File: config.mk
export PLATFORM = sky130hd
export DESIGN_NAME = pulse_programmed_link_off_timer_top_flat
export DESIGN_NICKNAME = d
export VERILOG_FILES = /design/src/ploto_pkg.sv /design/src/ploto_stream_if.sv /design/src/pulse_programmed_link_off_timer_top.sv /design/src/flat_wrapper.sv
export SDC_FILE = /design/constraint.sdc
export NUM_CORES = 1
export LEC_CHECK = 0
export ABC_CLOCK_PERIOD_IN_PS = 3150
export BUFFER_PORTS_ARGS = -buffer_cell sky130_fd_sc_hd__buf_2
export CORE_MARGIN = 4
export CORE_UTILIZATION = 38
export CTS_CLUSTER_DIAMETER = 80
export DETAILED_ROUTE_END_ITERATION = 12
export HOLD_SLACK_MARGIN = 0.08
export SLEW_MARGIN = 20
export SYNTH_ARGS = -nofsm -noshare
export SYNTH_HDL_FRONTEND = slang
export SYNTH_SLANG_ARGS = --single-unit
File: constraint.sdc
create_clock -name clk -period 3.15 [get_ports clk]
set_input_delay 0.63 -clock clk [delete_from_list [all_inputs] [get_ports clk]]
set_output_delay 0.63 -clock clk [all_outputs]
set_load 0.03 [all_outputs]
File: src/ploto_pkg.sv
`default_nettype none

package ploto_pkg;

    localparam int unsigned APB_ADDR_W = 5;
    localparam int unsigned APB_DATA_W = 32;
    localparam int unsigned REG_IDX_W  = 3;

    // Register indexes (byte address = 4 * index)
    localparam logic [REG_IDX_W-1:0] REG_TICKS_PER_SECOND  = 3'd0;
    localparam logic [REG_IDX_W-1:0] REG_POWERDOWN_SECONDS = 3'd1;
    localparam logic [REG_IDX_W-1:0] REG_ARM_DELAY_SECONDS = 3'd2;
    localparam logic [REG_IDX_W-1:0] REG_RECONNECT_ONE     = 3'd3;
    localparam logic [REG_IDX_W-1:0] REG_RECONNECT_TWO     = 3'd4;
    localparam logic [REG_IDX_W-1:0] REG_RECONNECT_THREE   = 3'd5;
    localparam logic [REG_IDX_W-1:0] REG_RECONNECT_FOUR    = 3'd6;
    localparam logic [REG_IDX_W-1:0] REG_RECONNECT_FIVE    = 3'd7;

    // Register reset values
    localparam logic [7:0]  TICKS_PER_SECOND_RST  = 8'd50;
    localparam logic [9:0]  POWERDOWN_SECONDS_RST = 10'd920;
    localparam logic [15:0] ARM_DELAY_SECONDS_RST = 16'd10;
    localparam logic [15:0] RECONNECT_ONE_RST     = 16'd180;
    localparam logic [15:0] RECONNECT_TWO_RST     = 16'd300;
    localparam logic [15:0] RECONNECT_THREE_RST   = 16'd420;
    localparam logic [15:0] RECONNECT_FOUR_RST    = 16'd600;
    localparam logic [15:0] RECONNECT_FIVE_RST    = 16'd900;

    // Item opcodes
    localparam logic OP_TICK = 1'b0;
    localparam logic OP_PIN  = 1'b1;

    // Clock rollover and saturation points
    localparam logic [5:0]  SECONDS_PER_MINUTE = 6'd60;
    localparam logic [5:0]  MINUTES_PER_HOUR   = 6'd60;
    localparam logic [4:0]  HOURS_PER_DAY      = 5'd24;
    localparam logic [15:0] SINCE_START_MAX    = 16'hFFFF;

    typedef struct packed {
        logic op;
        logic pin_level;
    } ploto_in_t;

    typedef struct packed {
        logic        link_enabled;
        logic        power_down;
        logic        wake_armed;
        logic [5:0]  clock_seconds;
        logic [5:0]  clock_minutes;
        logic [4:0]  clock_hours;
        logic [15:0] clock_days;
    } ploto_out_t;

endpackage

`default_nettype wire

File: src/ploto_stream_if.sv
`default_nettype none

interface ploto_stream_if #(
    parameter type payload_t = logic
);
    logic     valid;
    logic     ready;
    payload_t payload;

    modport source (
        output valid,
        output payload,
        input  ready
    );

    modport sink (
        input  valid,
        input  payload,
        output ready
    );
endinterface

`default_nettype wire

File: src/pulse_programmed_link_off_timer_top.sv
// Link-off timer with an uptime clock, programmed by pin pulses.
// item_in carries one item per handshake: a timer tick (op = 0) or a pin
// change (op = 1) with the sampled pin level. Every accepted item yields
// exactly one item on item_out: link state, power-down pulse, wake-armed
// flag and the uptime clock (seconds, minutes, hours, days) after the item.
// The item is captured in an input register, the state update runs as
// combinational counter increments and compares, and the result lands in
// an output register. Throughput is one item per cycle while item_out is
// not stalled, so consecutive items need no gap.
// When item_out is stalled, the output register holds its item and the
// input register takes one more item, after which item_in.ready drops.
// Reset clears all counters, turns the link off and restores the
// configuration registers to their defaults. The APB port writes the
// configuration at byte address 4 * index; pready is always high and
// writes are expected only while no item is in flight.
`default_nettype none

module pulse_programmed_link_off_timer_top
    import ploto_pkg::*;
(
    input  wire logic                  clk,
    input  wire logic                  rst_n,
    ploto_stream_if.sink               item_in,
    ploto_stream_if.source             item_out,
    input  wire logic                  psel,
    input  wire logic                  penable,
    input  wire logic                  pwrite,
    input  wire logic [APB_ADDR_W-1:0] paddr,
    input  wire logic [APB_DATA_W-1:0] pwdata,
    output logic      [APB_DATA_W-1:0] prdata,
    output logic                       pready
);

    // Configuration
    logic [7:0]  ticks_per_second_reg;
    logic [9:0]  powerdown_seconds_reg;
    logic [15:0] arm_delay_seconds_reg;
    logic [15:0] reconnect_one_reg;
    logic [15:0] reconnect_two_reg;
    logic [15:0] reconnect_three_reg;
    logic [15:0] reconnect_four_reg;
    logic [15:0] reconnect_five_reg;

    logic                 cfg_write;
    logic [REG_IDX_W-1:0] cfg_idx;

    // Handshake stages
    logic       in_valid_reg;
    ploto_in_t  in_data_reg;
    logic       out_valid_reg;
    ploto_out_t out_data_reg;
    logic       advance;

    // Timer state
    logic [7:0]  tick_prescale_reg,  tick_prescale_next;
    logic [5:0]  sec_count_reg,      sec_count_next;
    logic [5:0]  min_count_reg,      min_count_next;
    logic [4:0]  hour_count_reg,     hour_count_next;
    logic [15:0] day_count_reg,      day_count_next;
    logic [15:0] since_start_reg,    since_start_next;
    logic [9:0]  idle_seconds_reg,   idle_seconds_next;
    logic [15:0] reconnect_left_reg, reconnect_left_next;
    logic [7:0]  grace_left_reg,     grace_left_next;
    logic [7:0]  pulse_count_reg,    pulse_count_next;
    logic        link_on_reg,        link_on_next;
    logic        awake_flag_reg,     awake_flag_next;
    logic        armed_flag_reg,     armed_flag_next;
    logic        power_down_next;
    logic [15:0] reconnect_sel;

    // ------------------------------------------------------------------
    // APB configuration port
    // ------------------------------------------------------------------
    assign pready    = 1'b1;
    assign cfg_idx   = paddr[APB_ADDR_W-1:2];
    assign cfg_write = psel && penable && pwrite && pready;

    always_ff @(posedge clk or negedge rst_n)
    begin
        if (!rst_n)
        begin
            ticks_per_second_reg  <= TICKS_PER_SECOND_RST;
            powerdown_seconds_reg <= POWERDOWN_SECONDS_RST;
            arm_delay_seconds_reg <= ARM_DELAY_SECONDS_RST;
            reconnect_one_reg     <= RECONNECT_ONE_RST;
            reconnect_two_reg     <= RECONNECT_TWO_RST;
            reconnect_three_reg   <= RECONNECT_THREE_RST;
            reconnect_four_reg    <= RECONNECT_FOUR_RST;
            reconnect_five_reg    <= RECONNECT_FIVE_RST;
        end
        else if (cfg_write)
        begin
            unique case (cfg_idx)
                REG_TICKS_PER_SECOND:  ticks_per_second_reg  <= pwdata[7:0];
                REG_POWERDOWN_SECONDS: powerdown_seconds_reg <= pwdata[9:0];
                REG_ARM_DELAY_SECONDS: arm_delay_seconds_reg <= pwdata[15:0];
                REG_RECONNECT_ONE:     reconnect_one_reg     <= pwdata[15:0];
                REG_RECONNECT_TWO:     reconnect_two_reg     <= pwdata[15:0];
                REG_RECONNECT_THREE:   reconnect_three_reg   <= pwdata[15:0];
                REG_RECONNECT_FOUR:    reconnect_four_reg    <= pwdata[15:0];
                REG_RECONNECT_FIVE:    reconnect_five_reg    <= pwdata[15:0];
                default:               ticks_per_second_reg  <= ticks_per_second_reg;
            endcase
        end
    end

    always_comb
    begin
        unique case (cfg_idx)
            REG_TICKS_PER_SECOND:  prdata = {24'd0, ticks_per_second_reg};
            REG_POWERDOWN_SECONDS: prdata = {22'd0, powerdown_seconds_reg};
            REG_ARM_DELAY_SECONDS: prdata = {16'd0, arm_delay_seconds_reg};
            REG_RECONNECT_ONE:     prdata = {16'd0, reconnect_one_reg};
            REG_RECONNECT_TWO:     prdata = {16'd0, reconnect_two_reg};
            REG_RECONNECT_THREE:   prdata = {16'd0, reconnect_three_reg};
            REG_RECONNECT_FOUR:    prdata = {16'd0, reconnect_four_reg};
            REG_RECONNECT_FIVE:    prdata = {16'd0, reconnect_five_reg};
            default:               prdata = '0;
        endcase
    end

    // ------------------------------------------------------------------
    // Input and output registers
    // ------------------------------------------------------------------
    assign advance       = in_valid_reg && (!out_valid_reg || item_out.ready);
    assign item_in.ready = !in_valid_reg || advance;

    always_ff @(posedge clk or negedge rst_n)
    begin
        if (!rst_n)
        begin
            in_valid_reg  <= 1'b0;
            out_valid_reg <= 1'b0;
        end
        else
        begin
            if (item_in.ready)
            begin
                in_valid_reg <= item_in.valid;
            end
            if (advance)
            begin
                out_valid_reg <= 1'b1;
            end
            else if (item_out.ready)
            begin
                out_valid_reg <= 1'b0;
            end
        end
    end

    always_ff @(posedge clk)
    begin
        if (item_in.ready && item_in.valid)
        begin
            in_data_reg <= item_in.payload;
        end
        if (advance)
        begin
            out_data_reg.link_enabled  <= link_on_next;
            out_data_reg.power_down    <= power_down_next;
            out_data_reg.wake_armed    <= armed_flag_next;
            out_data_reg.clock_seconds <= sec_count_next;
            out_data_reg.clock_minutes <= min_count_next;
            out_data_reg.clock_hours   <= hour_count_next;
            out_data_reg.clock_days    <= day_count_next;
        end
    end

    assign item_out.valid   = out_valid_reg;
    assign item_out.payload = out_data_reg;

    // ------------------------------------------------------------------
    // State update for the item in the input register
    // ------------------------------------------------------------------
    always_comb
    begin
        unique case (pulse_count_reg)
            8'd1:    reconnect_sel = reconnect_one_reg;
            8'd2:    reconnect_sel = reconnect_two_reg;
            8'd3:    reconnect_sel = reconnect_three_reg;
            8'd4:    reconnect_sel = reconnect_four_reg;
            8'd5:    reconnect_sel = reconnect_five_reg;
            default: reconnect_sel = 16'd0;
        endcase
    end

    always_comb
    begin
        tick_prescale_next  = tick_prescale_reg;
        sec_count_next      = sec_count_reg;
        min_count_next      = min_count_reg;
        hour_count_next     = hour_count_reg;
        day_count_next      = day_count_reg;
        since_start_next    = since_start_reg;
        idle_seconds_next   = idle_seconds_reg;
        reconnect_left_next = reconnect_left_reg;
        grace_left_next     = grace_left_reg;
        pulse_count_next    = pulse_count_reg;
        link_on_next        = link_on_reg;
        awake_flag_next     = awake_flag_reg;
        armed_flag_next     = armed_flag_reg;
        power_down_next     = 1'b0;

        if (in_data_reg.op == OP_PIN)
        begin
            awake_flag_next = 1'b1;
            if (!in_data_reg.pin_level)
            begin
                grace_left_next  = grace_left_reg + 8'd1;
                pulse_count_next = pulse_count_reg + 8'd1;
            end
        end
        else
        begin
            tick_prescale_next = tick_prescale_reg + 8'd1;
            // Activity since the last tick restarts the idle count
            if (awake_flag_reg)
            begin
                awake_flag_next   = 1'b0;
                idle_seconds_next = 10'd0;
            end

            if (tick_prescale_next == ticks_per_second_reg)
            begin
                tick_prescale_next = 8'd0;
                if (since_start_reg != SINCE_START_MAX)
                begin
                    since_start_next = since_start_reg + 16'd1;
                end
                sec_count_next      = sec_count_reg + 6'd1;
                idle_seconds_next   = idle_seconds_next + 10'd1;
                reconnect_left_next = reconnect_left_reg - 16'd1;
                if (reconnect_left_reg == 16'd0 && !link_on_reg)
                begin
                    link_on_next        = 1'b1;
                    reconnect_left_next = 16'd0;
                end
                // Grace expired: pulses counted while the link is on switch it off
                if (grace_left_reg == 8'd0)
                begin
                    if (pulse_count_reg != 8'd0 && link_on_next)
                    begin
                        reconnect_left_next = reconnect_sel;
                        link_on_next        = 1'b0;
                        pulse_count_next    = 8'd0;
                    end
                end
                else
                begin
                    grace_left_next = grace_left_reg - 8'd1;
                end
                if (since_start_next >= arm_delay_seconds_reg)
                begin
                    armed_flag_next = 1'b1;
                end
            end

            if (sec_count_next == SECONDS_PER_MINUTE)
            begin
                sec_count_next = 6'd0;
                min_count_next = min_count_reg + 6'd1;
            end
            if (min_count_next == MINUTES_PER_HOUR)
            begin
                min_count_next  = 6'd0;
                hour_count_next = hour_count_reg + 5'd1;
            end
            if (hour_count_next == HOURS_PER_DAY)
            begin
                hour_count_next = 5'd0;
                day_count_next  = day_count_reg + 16'd1;
            end
            if (idle_seconds_next == powerdown_seconds_reg)
            begin
                idle_seconds_next = 10'd0;
                power_down_next   = 1'b1;
            end
        end
    end

    always_ff @(posedge clk or negedge rst_n)
    begin
        if (!rst_n)
        begin
            tick_prescale_reg  <= 8'd0;
            sec_count_reg      <= 6'd0;
            min_count_reg      <= 6'd0;
            hour_count_reg     <= 5'd0;
            day_count_reg      <= 16'd0;
            since_start_reg    <= 16'd0;
            idle_seconds_reg   <= 10'd0;
            reconnect_left_reg <= 16'd0;
            grace_left_reg     <= 8'd0;
            pulse_count_reg    <= 8'd0;
            link_on_reg        <= 1'b0;
            awake_flag_reg     <= 1'b0;
            armed_flag_reg     <= 1'b0;
        end
        else if (advance)
        begin
            tick_prescale_reg  <= tick_prescale_next;
            sec_count_reg      <= sec_count_next;
            min_count_reg      <= min_count_next;
            hour_count_reg     <= hour_count_next;
            day_count_reg      <= day_count_next;
            since_start_reg    <= since_start_next;
            idle_seconds_reg   <= idle_seconds_next;
            reconnect_left_reg <= reconnect_left_next;
            grace_left_reg     <= grace_left_next;
            pulse_count_reg    <= pulse_count_next;
            link_on_reg        <= link_on_next;
            awake_flag_reg     <= awake_flag_next;
            armed_flag_reg     <= armed_flag_next;
        end
    end

`ifndef SYNTHESIS
    // A pin-change item never produces a power-down pulse
    a_pin_no_powerdown: assert property (@(posedge clk) disable iff (!rst_n)
        advance && in_data_reg.op == OP_PIN |=> !out_data_reg.power_down)
        else $error("power_down raised on a pin-change item");

    // The link only switches off through the link-off step, which drops the pulses
    a_link_off_clears_pulses: assert property (@(posedge clk) disable iff (!rst_n)
        $fell(link_on_reg) |-> pulse_count_reg == 8'd0)
        else $error("link switched off without clearing the pulse count");

    // Wake arming is sticky
    a_armed_sticky: assert property (@(posedge clk) disable iff (!rst_n)
        armed_flag_reg |=> armed_flag_reg)
        else $error("wake_armed dropped");

    // Clock fields stay in range on every delivered item
    a_clock_range: assert property (@(posedge clk) disable iff (!rst_n)
        out_valid_reg |-> (out_data_reg.clock_seconds < SECONDS_PER_MINUTE
                           && out_data_reg.clock_minutes < MINUTES_PER_HOUR
                           && out_data_reg.clock_hours < HOURS_PER_DAY))
        else $error("uptime clock field out of range");
`endif

endmodule

`default_nettype wire
File: src/flat_wrapper.sv
// flat-port wrapper written by rule: the top's interface ports become plain ports
module pulse_programmed_link_off_timer_top_flat import ploto_pkg::*;
  (clk, rst_n, psel, penable, pwrite, paddr, pwdata, prdata, pready, item_in_valid, item_in_payload, item_in_ready, item_out_valid, item_out_payload, item_out_ready);
  ploto_stream_if item_in_i ();
  ploto_stream_if item_out_i ();
  input  wire logic clk;
  input  wire logic rst_n;
  input  wire logic psel;
  input  wire logic penable;
  input  wire logic pwrite;
  input  wire logic [APB_ADDR_W-1:0] paddr;
  input  wire logic [APB_DATA_W-1:0] pwdata;
  output logic      [APB_DATA_W-1:0] prdata;
  output logic pready;
  input wire logic [$bits(item_in_i.valid)-1:0] item_in_valid;
  input wire logic [$bits(item_in_i.payload)-1:0] item_in_payload;
  output wire logic [$bits(item_in_i.ready)-1:0] item_in_ready;
  output wire logic [$bits(item_out_i.valid)-1:0] item_out_valid;
  output wire logic [$bits(item_out_i.payload)-1:0] item_out_payload;
  input wire logic [$bits(item_out_i.ready)-1:0] item_out_ready;
  assign item_in_i.valid = item_in_valid;
  assign item_in_i.payload = item_in_payload;
  assign item_in_ready = item_in_i.ready;
  assign item_out_valid = item_out_i.valid;
  assign item_out_payload = item_out_i.payload;
  assign item_out_i.ready = item_out_ready;
  pulse_programmed_link_off_timer_top u_core (.clk(clk), .rst_n(rst_n), .item_in(item_in_i), .item_out(item_out_i), .psel(psel), .penable(penable), .pwrite(pwrite), .paddr(paddr), .pwdata(pwdata), .prdata(prdata), .pready(pready));
endmodule
* Yosys cells after proc, flatten, opt, wreduce, memory -nomap -nowiden
Cells that the tools add are included.
** Word-level totals
- Register bits :: 158
- Input port bits :: 45
- Output and inout bits :: 36
- Logic and storage cells :: 60
** Operators by class
- $add $sub $neg :: 5
- Equal/unequal tests :: 11
- Muxes and demuxes :: 11
- Reductions and logical operators :: 17
** Operators with widths (count)
- case mux 32 bit (8 select lines) :: 1
- two-way mux 6 bit :: 4
- adder 16 x 1 -> 16 bit (second input constant) :: 1
- two-way mux 16 bit :: 1
- AND reduction 2 bit :: 8
- adder 6 x 1 -> 6 bit (second input constant) :: 2
- equality test 3 bit (second input constant) :: 4
- equality test 6 bit (second input constant) :: 2
- two-way mux 5 bit :: 2
- adder 8 x 1 -> 8 bit (second input constant) :: 1
- equality test 8 bit :: 1
- two-way mux 8 bit :: 1
- equality test 3 x 2 -> 1 bit (second input constant) :: 2
- adder 5 x 1 -> 5 bit (second input constant) :: 1
- equality test 5 bit (second input constant) :: 1
- equality test 3 x 1 -> 1 bit (second input constant) :: 1
- logical AND 1 bit :: 3
- logical NOT 3 bit :: 1
- logical NOT 1 bit :: 2
- logical OR 1 bit :: 2
- two-way mux 1 bit :: 2
- nonzero test 2 bit :: 1

* Logic depth before layout (Yosys ltp)
Gate-level depths: netlist (run 1).
- Word-level depth :: 9
- Mapped depth :: 10
- Mapped depth without buffers :: 9

* Least setup slack after synthesis (run 1)
OpenSTA, ideal clock, no wires.
- Path type :: input to output
- Start :: input port paddr[2]
- End :: output port prdata[11]
- Data arrival time :: 2477 ps
- Required time :: 2520 ps
- Setup slack :: 43 ps
- Stages on the path :: 5
- Buffers on the path :: 3
- Path through :: buf_1 buf_1 buf_1 mux2i_1 o21ai_0
** On the way
- Cells in the longest elaborated chain, start to end :: 2
- Elaborated cells on any way between the ends :: 9
- Classes of those cells :: eq/ne: 7; mux: 1; reduce/logical: 1
** RTL lines
- from (decl) :: line flat_wrapper.sv:11 : input wire logic [APB_ADDR_W-1:0] paddr;
- equality test 3 bit (tied with other cells) :: line pulse_programmed_link_off_timer_top.sv:109 : unique case (cfg_idx)
- case mux 32 bit (8 select lines) * :: line pulse_programmed_link_off_timer_top.sv:109
- to (decl) :: line flat_wrapper.sv:13 : output logic [APB_DATA_W-1:0] prdata;
Every way passes the cells marked *; elsewhere a longest branch is shown, timed or not. The select of a mux whose other input is x is not followed.

* Final worst setup path (run 1)
- Start :: register u_core.tick_prescale_reg[0]
- End :: register u_core.hour_count_reg[1]
** On the way
- Cells in the longest elaborated chain, start to end :: 9
** RTL lines
- from (decl) :: line pulse_programmed_link_off_timer_top.sv:55 : logic [7:0] tick_prescale_reg, tick_prescale_next;
- from (signal assigned) :: line pulse_programmed_link_off_timer_top.sv:302 : tick_prescale_reg <= tick_prescale_next;
- adder 8 x 1 -> 8 bit * :: line pulse_programmed_link_off_timer_top.sv:216 : tick_prescale_next = tick_prescale_reg + 8'd1;
- equality test 8 bit * :: line pulse_programmed_link_off_timer_top.sv:224 : if (tick_prescale_next == ticks_per_second_reg)
- two-way mux 6 bit * :: line pulse_programmed_link_off_timer_top.sv:224
- equality test 6 bit * :: line pulse_programmed_link_off_timer_top.sv:259 : if (sec_count_next == SECONDS_PER_MINUTE)
- two-way mux 6 bit * :: line pulse_programmed_link_off_timer_top.sv:259
- equality test 6 bit * :: line pulse_programmed_link_off_timer_top.sv:264 : if (min_count_next == MINUTES_PER_HOUR)
- two-way mux 5 bit * :: line pulse_programmed_link_off_timer_top.sv:264
- equality test 5 bit :: line pulse_programmed_link_off_timer_top.sv:269 : if (hour_count_next == HOURS_PER_DAY)
- two-way mux 5 bit * :: line pulse_programmed_link_off_timer_top.sv:269
- to (signal assigned) :: line pulse_programmed_link_off_timer_top.sv:305 : hour_count_reg <= hour_count_next;
- to (decl) :: line pulse_programmed_link_off_timer_top.sv:58 : logic [4:0] hour_count_reg, hour_count_next;
Every way passes the cells marked *; elsewhere a longest branch is shown, timed or not.
A chain may end at the register's enable or synchronous reset.

==> results.yml, run 1 <==
outcome:
  status: "complete, no violations"
grt:
  grtUsageMet3_pct: 3.97
  grt_pass1_wl_mm: 27.5
  grt-ovfl-total: 0
  grt_use_met1_pct: 20.2
  antenna_found_initial: 0
  track_usage_pct: 15.9
  grt_pass1_vias: 5297
  grt_max_degree: 71
  grtUsageMet2_pct: 27.2
  grt.busiest_layer: "met2"
timing:
  clock_skew_ns: 0.0107
  fin_setup_tns_ns: 0
  fmax_ghz: 0.342
  setup_viol: 0
  hold_viol: 0
  tightest_slew_ns: 0.540
  max-slew-margin-rel_pct: 64.0
  final_max_slew_viol_count: 0
  fin_crit_sh_pct: 92.8
  fin_crit_ns: 2.92
  finalWorstSetupSlack_ns: 0.228
  grt_setup_unrepaired: "no"
critical_path:
  crit_arrival_ns: 3.21
  cpPeakStageDelay_ns: 0.58
  cp.buffers_inverters: 0
  critPathCaptureType: "flop"
  critPathTopFamily: "simple AND/OR/NAND/NOR gates"
  start_kind: "flop"
  path_cells: "ha_2 > nand3_1 > nor3b_1 > o2111ai_1 > or4_4 > a22o_1 > and2_4 > nand2_1 > mux2_1"
  crit_fanout: 7
  r2r_slack_ns: 0.23
  slowest_stage: "or4_4"
  required_ns: 3.44
  path_class: "reg -> reg"
synthesis:
  netlist.area_leader.share_pct: 38.7
  yosysWarnings: 0
  synth_edf_count: 1
  syn-cell-area_um2: 7240
  syn_avg_cell_area_um2: 11.9
  yosysSeqAreaShare_pct: 50.0
  yosysTopAreaCell: "dfrtp_1"
  async_reset_ff_share_pct: 99.3
  yosys-top-cells-area: "dfrtp_1 (39%), mux2_2 (18%), dfstp_2 (11%), mux4_2 (3.4%), o21ai_0 (2.2%)"
  ys.flop_type: "dfrtp_1"
  synthCells: 607
  ys_ff_latch: 143
  synth_common_cells: "mux2_2 (118), dfrtp_1 (112), nand2_1 (39), o21ai_0 (32), dfstp_2 (30)"
  yosysMostFrequentCell: "mux2_2"
  synth_cell_types: 61
routing:
  drc: 0
  viasPerCell: 5.44
  drt_iter0_markers: 291
  wl_per_cell_um: 17.9
  wirelength_mm: 16.2
  ant_nets: 0
  drt_pass1_iterations: 4
  num_vias: 4935
floorplanning:
  die_h_um: 146
  rows: 50
  initial_core_util_pct: 38.7
  ios: 81
  dieWidth_um: 146
  core_um2: 18700
  die-area_um2: 21300
placement:
  globalplace.congestion: 0.775
  dp_hpwl_mm: 11.2
  port_buffers: 44
  pre_cts_ws_ns: 0.188
power:
  power_frac_seq_pct: 45.3
  total_power_w: 0.00538
  ir_drop_v: 0.000441
  cellPowerDensity_nw_per_um2: 643
  swShare_pct: 27.8
  power.internal_w: 0.00389
  p_switching_w: 0.00150
  p_leak_nw: 3.71
  power.clock.fraction_pct: 36.2
  power_frac_comb_pct: 18.5
cells_and_area:
  num_antenna_cells: 0
  syn2layout_area_growth_pct: 15.6
  num-nets-final: 711
  fillCellCount: 1735
  final_core_util_pct: 44.7
  drive_gt1_share_pct: 39.8
clock_network:
  clk_pin_slew_ns: 0.06
  cts_tree: "done"
  cts_root_buf: "clkbuf_16"
  h-tree-depth: 4
  cts_inserted_buffers: 17
  cts_setup_buffers: 0
  clock_latency_ns: 0.42
  cts.sinks: 143
  clockBufferDepth: 2
min_path:
  hold_class: "in -> async"
job:
  maxCapViolCount: 0
==> through the flow <==
stage | hold slack (ns) | instances | cell area [um^2]
after floorplan | 0.334 | 622 | 7300
after global placement | 0.474 | 877 | 7800
after detailed placement | 0.482 | 877 | 7800
after CTS | 0.137 | 907 | 8360
after global routing | 0.152 | 907 | 8370
final | 0.126 | 907 | 8370
==> power groups by stage <==
stage / registers, W / clock network, W / logic, W
after CTS: 0.00244 / 0.00199 / 0.00100
after global routing: 0.00249 / 0.00208 / 0.00110
after detailed placement: 0.00247 / 0 / 0.000999
after floorplan: 0.00238 / 0 / 0.000806
after global placement: 0.00244 / 0 / 0.000963
final: 0.00244 / 0.00195 / 0.000994
==> cell usage in the layout (no fill, tap or decap), types with 12 or more instances in the layout <==
master / count
dfrtp_1: 112
buf_2: 43
a21oi_1: 12
nor2_1: 22
o21ai_0: 32
mux2_2: 118
buf_4: 25
dfstp_2: 30
nand2_1: 39
clkbuf_16: 17
mux2i_1: 15
nand2b_1: 13
nand3_1: 15
conb_1: 17
==> cell type report <==
class	count	area [um^2]	area share, %
Clock buffer	21	450	5.38
Multi-Input combinational cell	417	3380	40.3
Clock inverter	9	113	1.35
Timing Repair Buffer	72	474	5.67
Sequential cell	143	3620	43.3
Inverter	11	41.3	0.493
Tap cell	234	293	3.50
==> repair_timing <==
item | 4_1_cts | 5_1_grt
hold buffers | 0 | 0
setup endpoints to repair | 0 | 4
gates resized for setup | 0 | 2
==> routing by layer <==
metal,part of all wire (%),vias to the layer above
met1,44,2526
met2,51,103
met4,1.1,0
met5,0,-
met3,3.7,14
li1,-,2292
==> worst paths after layout <==
kind,from,end,cells past startpoint
worst min register to register,u_core.day_count_reg[0],u_core.day_count_reg[0],1
max in group asynchronous,rst_n,u_core.reconnect_three_reg[8],2
worst max-delay path,u_core.tick_prescale_reg[0],u_core.hour_count_reg[1],9
worst max register to register,u_core.tick_prescale_reg[0],u_core.hour_count_reg[1],9
min in group clk,item_in_valid,u_core.in_valid_reg,2
worst min-delay path,rst_n,u_core.sec_count_reg[4],1
==> logic make-up after synthesis <==
family          share of synthesized area, %
simple gates                            9.63
flops                                   50.0
fa+ha+maj                              0.691
other cells                            0.104
buf+inv                                 4.34
xor+xnor                                2.18
mux                                     24.0
compound gates                          9.04
Note: power is estimated with default switching activity, not from simulation.
==> run 2: changes to the inputs <==
--- a/config.mk
+++ b/config.mk
@@ -7,8 +7,9 @@
 export LEC_CHECK = 0
 export ABC_CLOCK_PERIOD_IN_PS = 3150
 export BUFFER_PORTS_ARGS = -buffer_cell sky130_fd_sc_hd__buf_2
+export CORE_ASPECT_RATIO = 0.6
 export CORE_MARGIN = 4
-export CORE_UTILIZATION = 38
+export CORE_UTILIZATION = 35
 export CTS_CLUSTER_DIAMETER = 80
 export DETAILED_ROUTE_END_ITERATION = 12
 export HOLD_SLACK_MARGIN = 0.08
==> run 2 against run 1 <==
  * Cell count grew 4.9%
  * Power is 8.3% higher
  * Design area grew 2.1%
  * Highest routed layer unchanged
  * Register-to-register slack worse by 0.04 ns
  * Count of clock-buffer cells in the layout shrank 1
  * First-iteration DRC count is 12% higher
  * Combinational power about the same
  * Non-clock buffer count is 3 higher
  * Critical endpoint unchanged
  * Largest cell class unchanged
  * Hold slack gained 0.12 ns
==> results.yml, run 2 (same netlist as run 1, synthesis figures left out) <==
outcome:
  status: "complete, no violations"
floorplanning:
  rows: 40
  die-area_um2: 23100
  ios: 81
  initial_core_util_pct: 35.9
  core_um2: 20200
  dieWidth_um: 194
  die_h_um: 119
grt:
  grt-ovfl-total: 0
  grt_max_degree: 84
  grt_pass1_vias: 5022
  grt_pass1_wl_mm: 28.2
  track_usage_pct: 15.3
  antenna_found_initial: 0
timing:
  grt_setup_unrepaired: "no"
  final_max_slew_viol_count: 0
  max-slew-margin-rel_pct: 48.2
  clock_skew_ns: 0.00914
  tightest_slew_ns: 0.777
  hold_viol: 0
  fin_crit_sh_pct: 93.9
  finalWorstSetupSlack_ns: 0.193
  fin_crit_ns: 2.96
  fin_setup_tns_ns: 0
  fmax_ghz: 0.338
  setup_viol: 0
critical_path:
  crit_path_end: "u_core.hour_count_reg[1]"
  r2r_slack_ns: 0.19
  crit_arrival_ns: 3.26
  regToRegStartpoint: "u_core.sec_count_reg[0]"
  cp-startpoint: "u_core.sec_count_reg[0]"
  crit_fanout: 7
  required_ns: 3.46
  path_class: "reg -> reg"
  worstRegToRegCells: 9
  critPathCaptureType: "flop"
  worstReg2RegEnd: "u_core.hour_count_reg[1]"
  start_kind: "flop"
power:
  ir_drop_v: 0.000429
  p_leak_nw: 3.78
  cellPowerDensity_nw_per_um2: 682
clock_network:
  cts.sinks: 143
  h-tree-depth: 4
  cts_inserted_buffers: 17
  clock_latency_ns: 0.43
  clk_pin_slew_ns: 0.06
  clockBufferDepth: 2
  ctsHoldBuffers: 0
  cts_tree: "done"
  cts-resized-gates: 0
  cts_setup_buffers: 0
  cts_root_buf: "clkbuf_16"
routing:
  viasPerCell: 5.24
  drc: 0
  wl_per_cell_um: 18.1
  drt_iter0_markers: 327
  drt_pass1_iterations: 4
  wirelength_mm: 17.2
  ant_nets: 0
  num_vias: 4982
cells_and_area:
  layout_common_cells: "mux2_2 (118), dfrtp_1 (112), buf_2 (43)"
  syn2layout_area_growth_pct: 18.0
  multi_input_area_um2: 3380
  drive_gt1_share_pct: 40.1
  layout_commonest_cell: "mux2_2"
  num_antenna_cells: 0
  num-nets-final: 714
  fillCellCount: 1855
  area.sequential_um2: 3620
min_path:
  hold_class: "in -> async"
placement:
  port_buffers: 44
  globalplace.congestion: 0.826
  dp_hpwl_mm: 12.2
  pre_cts_ws_ns: 0.172
job:
  maxCapViolCount: 0
## run 2: changes by cell type in the layout (fill, tap and decap cells not counted)
| cell | delta |
|---|---|
| buf_4 | +5 |
| bufinv_16 | +5 |
| clkinv_1 | +3 |
| clkinv_4 | -3 |
| buf_12 | -2 |
| clkbuf_1 | -2 |
| clkinv_2 | -2 |
| clkbuf_8 | +1 |
| clkinvlp_4 | +1 |
| inv_6 | -1 |
## run 2: worst min path at each step
stage / slack [ns] / end / from / cells after the start
floorplan: 0.33 / u_core.arm_delay_seconds_reg[0] / rst_n / 0
global placement: 0.47 / u_core.item_out.valid / u_core.in_valid_reg / 1
detailed placement: 0.49 / u_core.item_out.valid / u_core.in_valid_reg / 1
CTS: 0.28 / u_core.arm_delay_seconds_reg[8] / rst_n / 1
global route: 0.30 / u_core.reconnect_four_reg[8] / rst_n / 1
finish: 0.25 / u_core.arm_delay_seconds_reg[8] / rst_n / 1
## run 2: layout make-up
type / count / share of cell area (%)
inverter: 11 / 0.483
clock inverter: 12 / 2.77
clock buffer: 20 / 5.34
tap: 273 / 4.00
timing repair buffer: 75 / 5.52
multi-input combinational: 417 / 39.5
sequential: 143 / 42.4
## run 2: worst max-delay path: stages (launching register included)
cell and delay, ns:
dfrtp_1 0.45, ha_1 0.32, a21boi_0 0.22, o221ai_1 0.16, a211o_1 0.34, or4_4 0.47
a22o_1 0.29, and2_4 0.17, nand2_1 0.10, mux2_1 0.33
## run 2: report_power, final
group	switching [W]	internal, W
logic	0.000522	0.000487
clock network	0.000769	0.00160
registers	0.000233	0.00222
## run 2: per-layer routing
metal	track usage, %	up-vias	share of wire (%)
li1	-	2298	-
met1	22.8	2587	51
met2	22.0	90	44
met3	4.07	7	4.3
met4	3.98	0	0.68
met5	0	-	0
## run 2: stage by stage
step,hold slack (ns),util [%],instances,total power (W),area [um^2]
3_5_place_dp,0.485,38.9,919,0.00349,7850
4_1_cts,0.284,42.3,951,0.00588,8540
5_1_grt,0.296,42.4,951,0.00612,8550
6_report,0.248,42.4,951,0.00583,8550
2_1_floorplan,0.334,-,622,0.00318,7300
3_3_place_gp,0.471,38.9,919,0.00342,7850
==> run 3: changes to the inputs <==
--- a/config.mk
+++ b/config.mk
@@ -5,7 +5,7 @@
 export SDC_FILE = /design/constraint.sdc
 export NUM_CORES = 1
 export LEC_CHECK = 0
-export ABC_CLOCK_PERIOD_IN_PS = 3150
+export ABC_CLOCK_PERIOD_IN_PS = 3600
 export BUFFER_PORTS_ARGS = -buffer_cell sky130_fd_sc_hd__buf_2
 export CORE_ASPECT_RATIO = 0.6
 export CORE_MARGIN = 4
==> constraint.sdc (replaced) <==
create_clock -name clk -period 3.6 [get_ports clk]
set_input_delay 0.72 -clock clk [delete_from_list [all_inputs] [get_ports clk]]
set_output_delay 0.72 -clock clk [all_outputs]
set_load 0.03 [all_outputs]
==> run 3 against run 2 <==
  * Via count down 0.52%
  * Core utilization down 0.53 points
  * Design area down 1.2%
  * Sequential share of layout area up 0.53 points
  * Sequential cell count unchanged
  * Non-clock buffer count down 8
  * Setup slack better by 0.25 ns
  * Highest routed layer is now met5
==> results.yml, run 3 (same netlist as run 1, synthesis figures left out) <==
critical_path:
  regToRegStartpoint: "u_core.tick_prescale_reg[0]"
  critPathTopFamily: "compound AO/OA/AOI/OAI gates"
  start_kind: "input port"
  cpPeakStageDelay_ns: 0.45
  cpMostUsedCell: "buf_2"
  worstRegToRegCells: 9
  path_cells: "buf_2 > nor2b_1 > a22o_1 > a221oi_1 > o21ai_0 > o21a_1 > buf_2"
  cp_num_cells: 7
  cp.buffers_inverters: 2
  cp-startpoint: "paddr[2]"
  slowest_stage: "buf_2"
  crit_arrival_ns: 2.44
  required_ns: 2.88
  path_class: "in -> out"
  crit_fanout: 21
  critPathCaptureType: "output port"
routing:
  wirelength_mm: 17.3
  ant_nets: 0
  drt_iter0_markers: 291
  drt_pass1_iterations: 4
  num_vias: 4956
  wl_per_cell_um: 18.3
  viasPerCell: 5.26
  drc: 0
grt:
  grt_pass1_wl_mm: 28.6
  track_usage_pct: 15.6
  grt_pass1_vias: 5201
  antenna_found_initial: 1
  grt-ovfl-total: 0
  grt_max_degree: 78
cells_and_area:
  num_antenna_cells: 0
  layout_common_cells: "mux2_2 (118), dfrtp_1 (112), buf_2 (43)"
  num-nets-final: 706
  fin_area_um2: 8440
  syn2layout_area_growth_pct: 16.6
  final_core_util_pct: 41.8
  layout_commonest_cell: "mux2_2"
  drive_gt1_share_pct: 39.3
  fin_cells: 943
placement:
  dp_hpwl_mm: 11.7
  dp.cells: 911
  port_buffers: 44
  globalplace.congestion: 0.799
  dpl-instance-area_um2: 7800
clock_network:
  cts_setup_buffers: 0
  cts_tree: "done"
  clock_latency_ns: 0.42
  cts-resized-gates: 0
  h-tree-depth: 4
  cts.sinks: 143
  cts_inserted_buffers: 17
  ctsHoldBuffers: 0
  clk_pin_slew_ns: 0.05
  cts_root_buf: "clkbuf_16"
  clockBufferDepth: 2
floorplanning:
  die_h_um: 119
  dieWidth_um: 194
  ios: 81
  rows: 40
  die-area_um2: 23100
  core_um2: 20200
  initial_core_util_pct: 35.9
timing:
  fin_hold_ws_ns: 0.323
  final_max_slew_viol_count: 0
  tightest_slew_ns: 1.06
  fin_setup_tns_ns: 0
  hold_viol: 0
  fin_crit_sh_pct: 87.7
  fmax_ghz: 0.317
  setup_viol: 0
  grt_setup_unrepaired: "no"
  max-slew-margin-rel_pct: 29.6
  fin_crit_ns: 3.16
  clock_skew_ns: 0.00965
power:
  cellPowerDensity_nw_per_um2: 585
  p_leak_nw: 3.73
  ir_drop_v: 0.000352
outcome:
  status: "complete, no violations"
min_path:
  hold_class: "in -> async"
job:
  maxCapViolCount: 0
-- run 3: cell count changes in the layout (fill, tap and decap cells not counted), sizes merged --
cell / previous run / this run
buf: 75 / 67
bufinv: 7 / 5
clkinv: 3 / 5
clkbuf: 20 / 21
clkinvlp: 2 / 1
-- run 3: cell type report --
class,instances,area (um^2)
fillers,1870,11700
flip-flops and latches,143,3620
multi-input cells,417,3370
clock buffers,21,450
repair buffers,67,424
well taps,273,342
clock inverters,11,190
inverters,11,41.3
-- run 3: final timing paths --
kind | end | slack [ns]
worst max register to register | u_core.hour_count_reg[1] | 0.47
min in group clk | u_core.day_count_reg[0] | 0.48
worst max-delay path | prdata[0] | 0.44
worst min-delay path | u_core.reconnect_four_reg[8] | 0.32
max in group asynchronous | u_core.reconnect_three_reg[2] | 2.42
worst min register to register | u_core.day_count_reg[0] | 0.48
-- run 3: where the power goes --
group	internal, W	switching (W)	total (W)	leakage, nW
Clock	0.00125	0.000673	0.00192	0.311
Sequential	0.00194	0.000204	0.00215	1.75
Combinational	0.000421	0.000451	0.000872	1.66
Total	0.00361	0.00133	0.00494	3.73
-- run 3: metal layers --
metal,part of all wire [%],GRT usage (%),up-vias
met5,0.075,0,-
met3,3.9,3.45,21
met1,49,22.9,2544
met4,1.3,4.69,2
met2,45,23.2,114
li1,-,-,2275
-- run 3: through the flow --
step,power (W),setup WS [ns]
floorplan,0.00279,0.313
global placement,0.00298,0.460
detailed placement,0.00304,0.445
CTS,0.00499,0.438
global route,0.00519,0.295
finish,0.00494,0.442
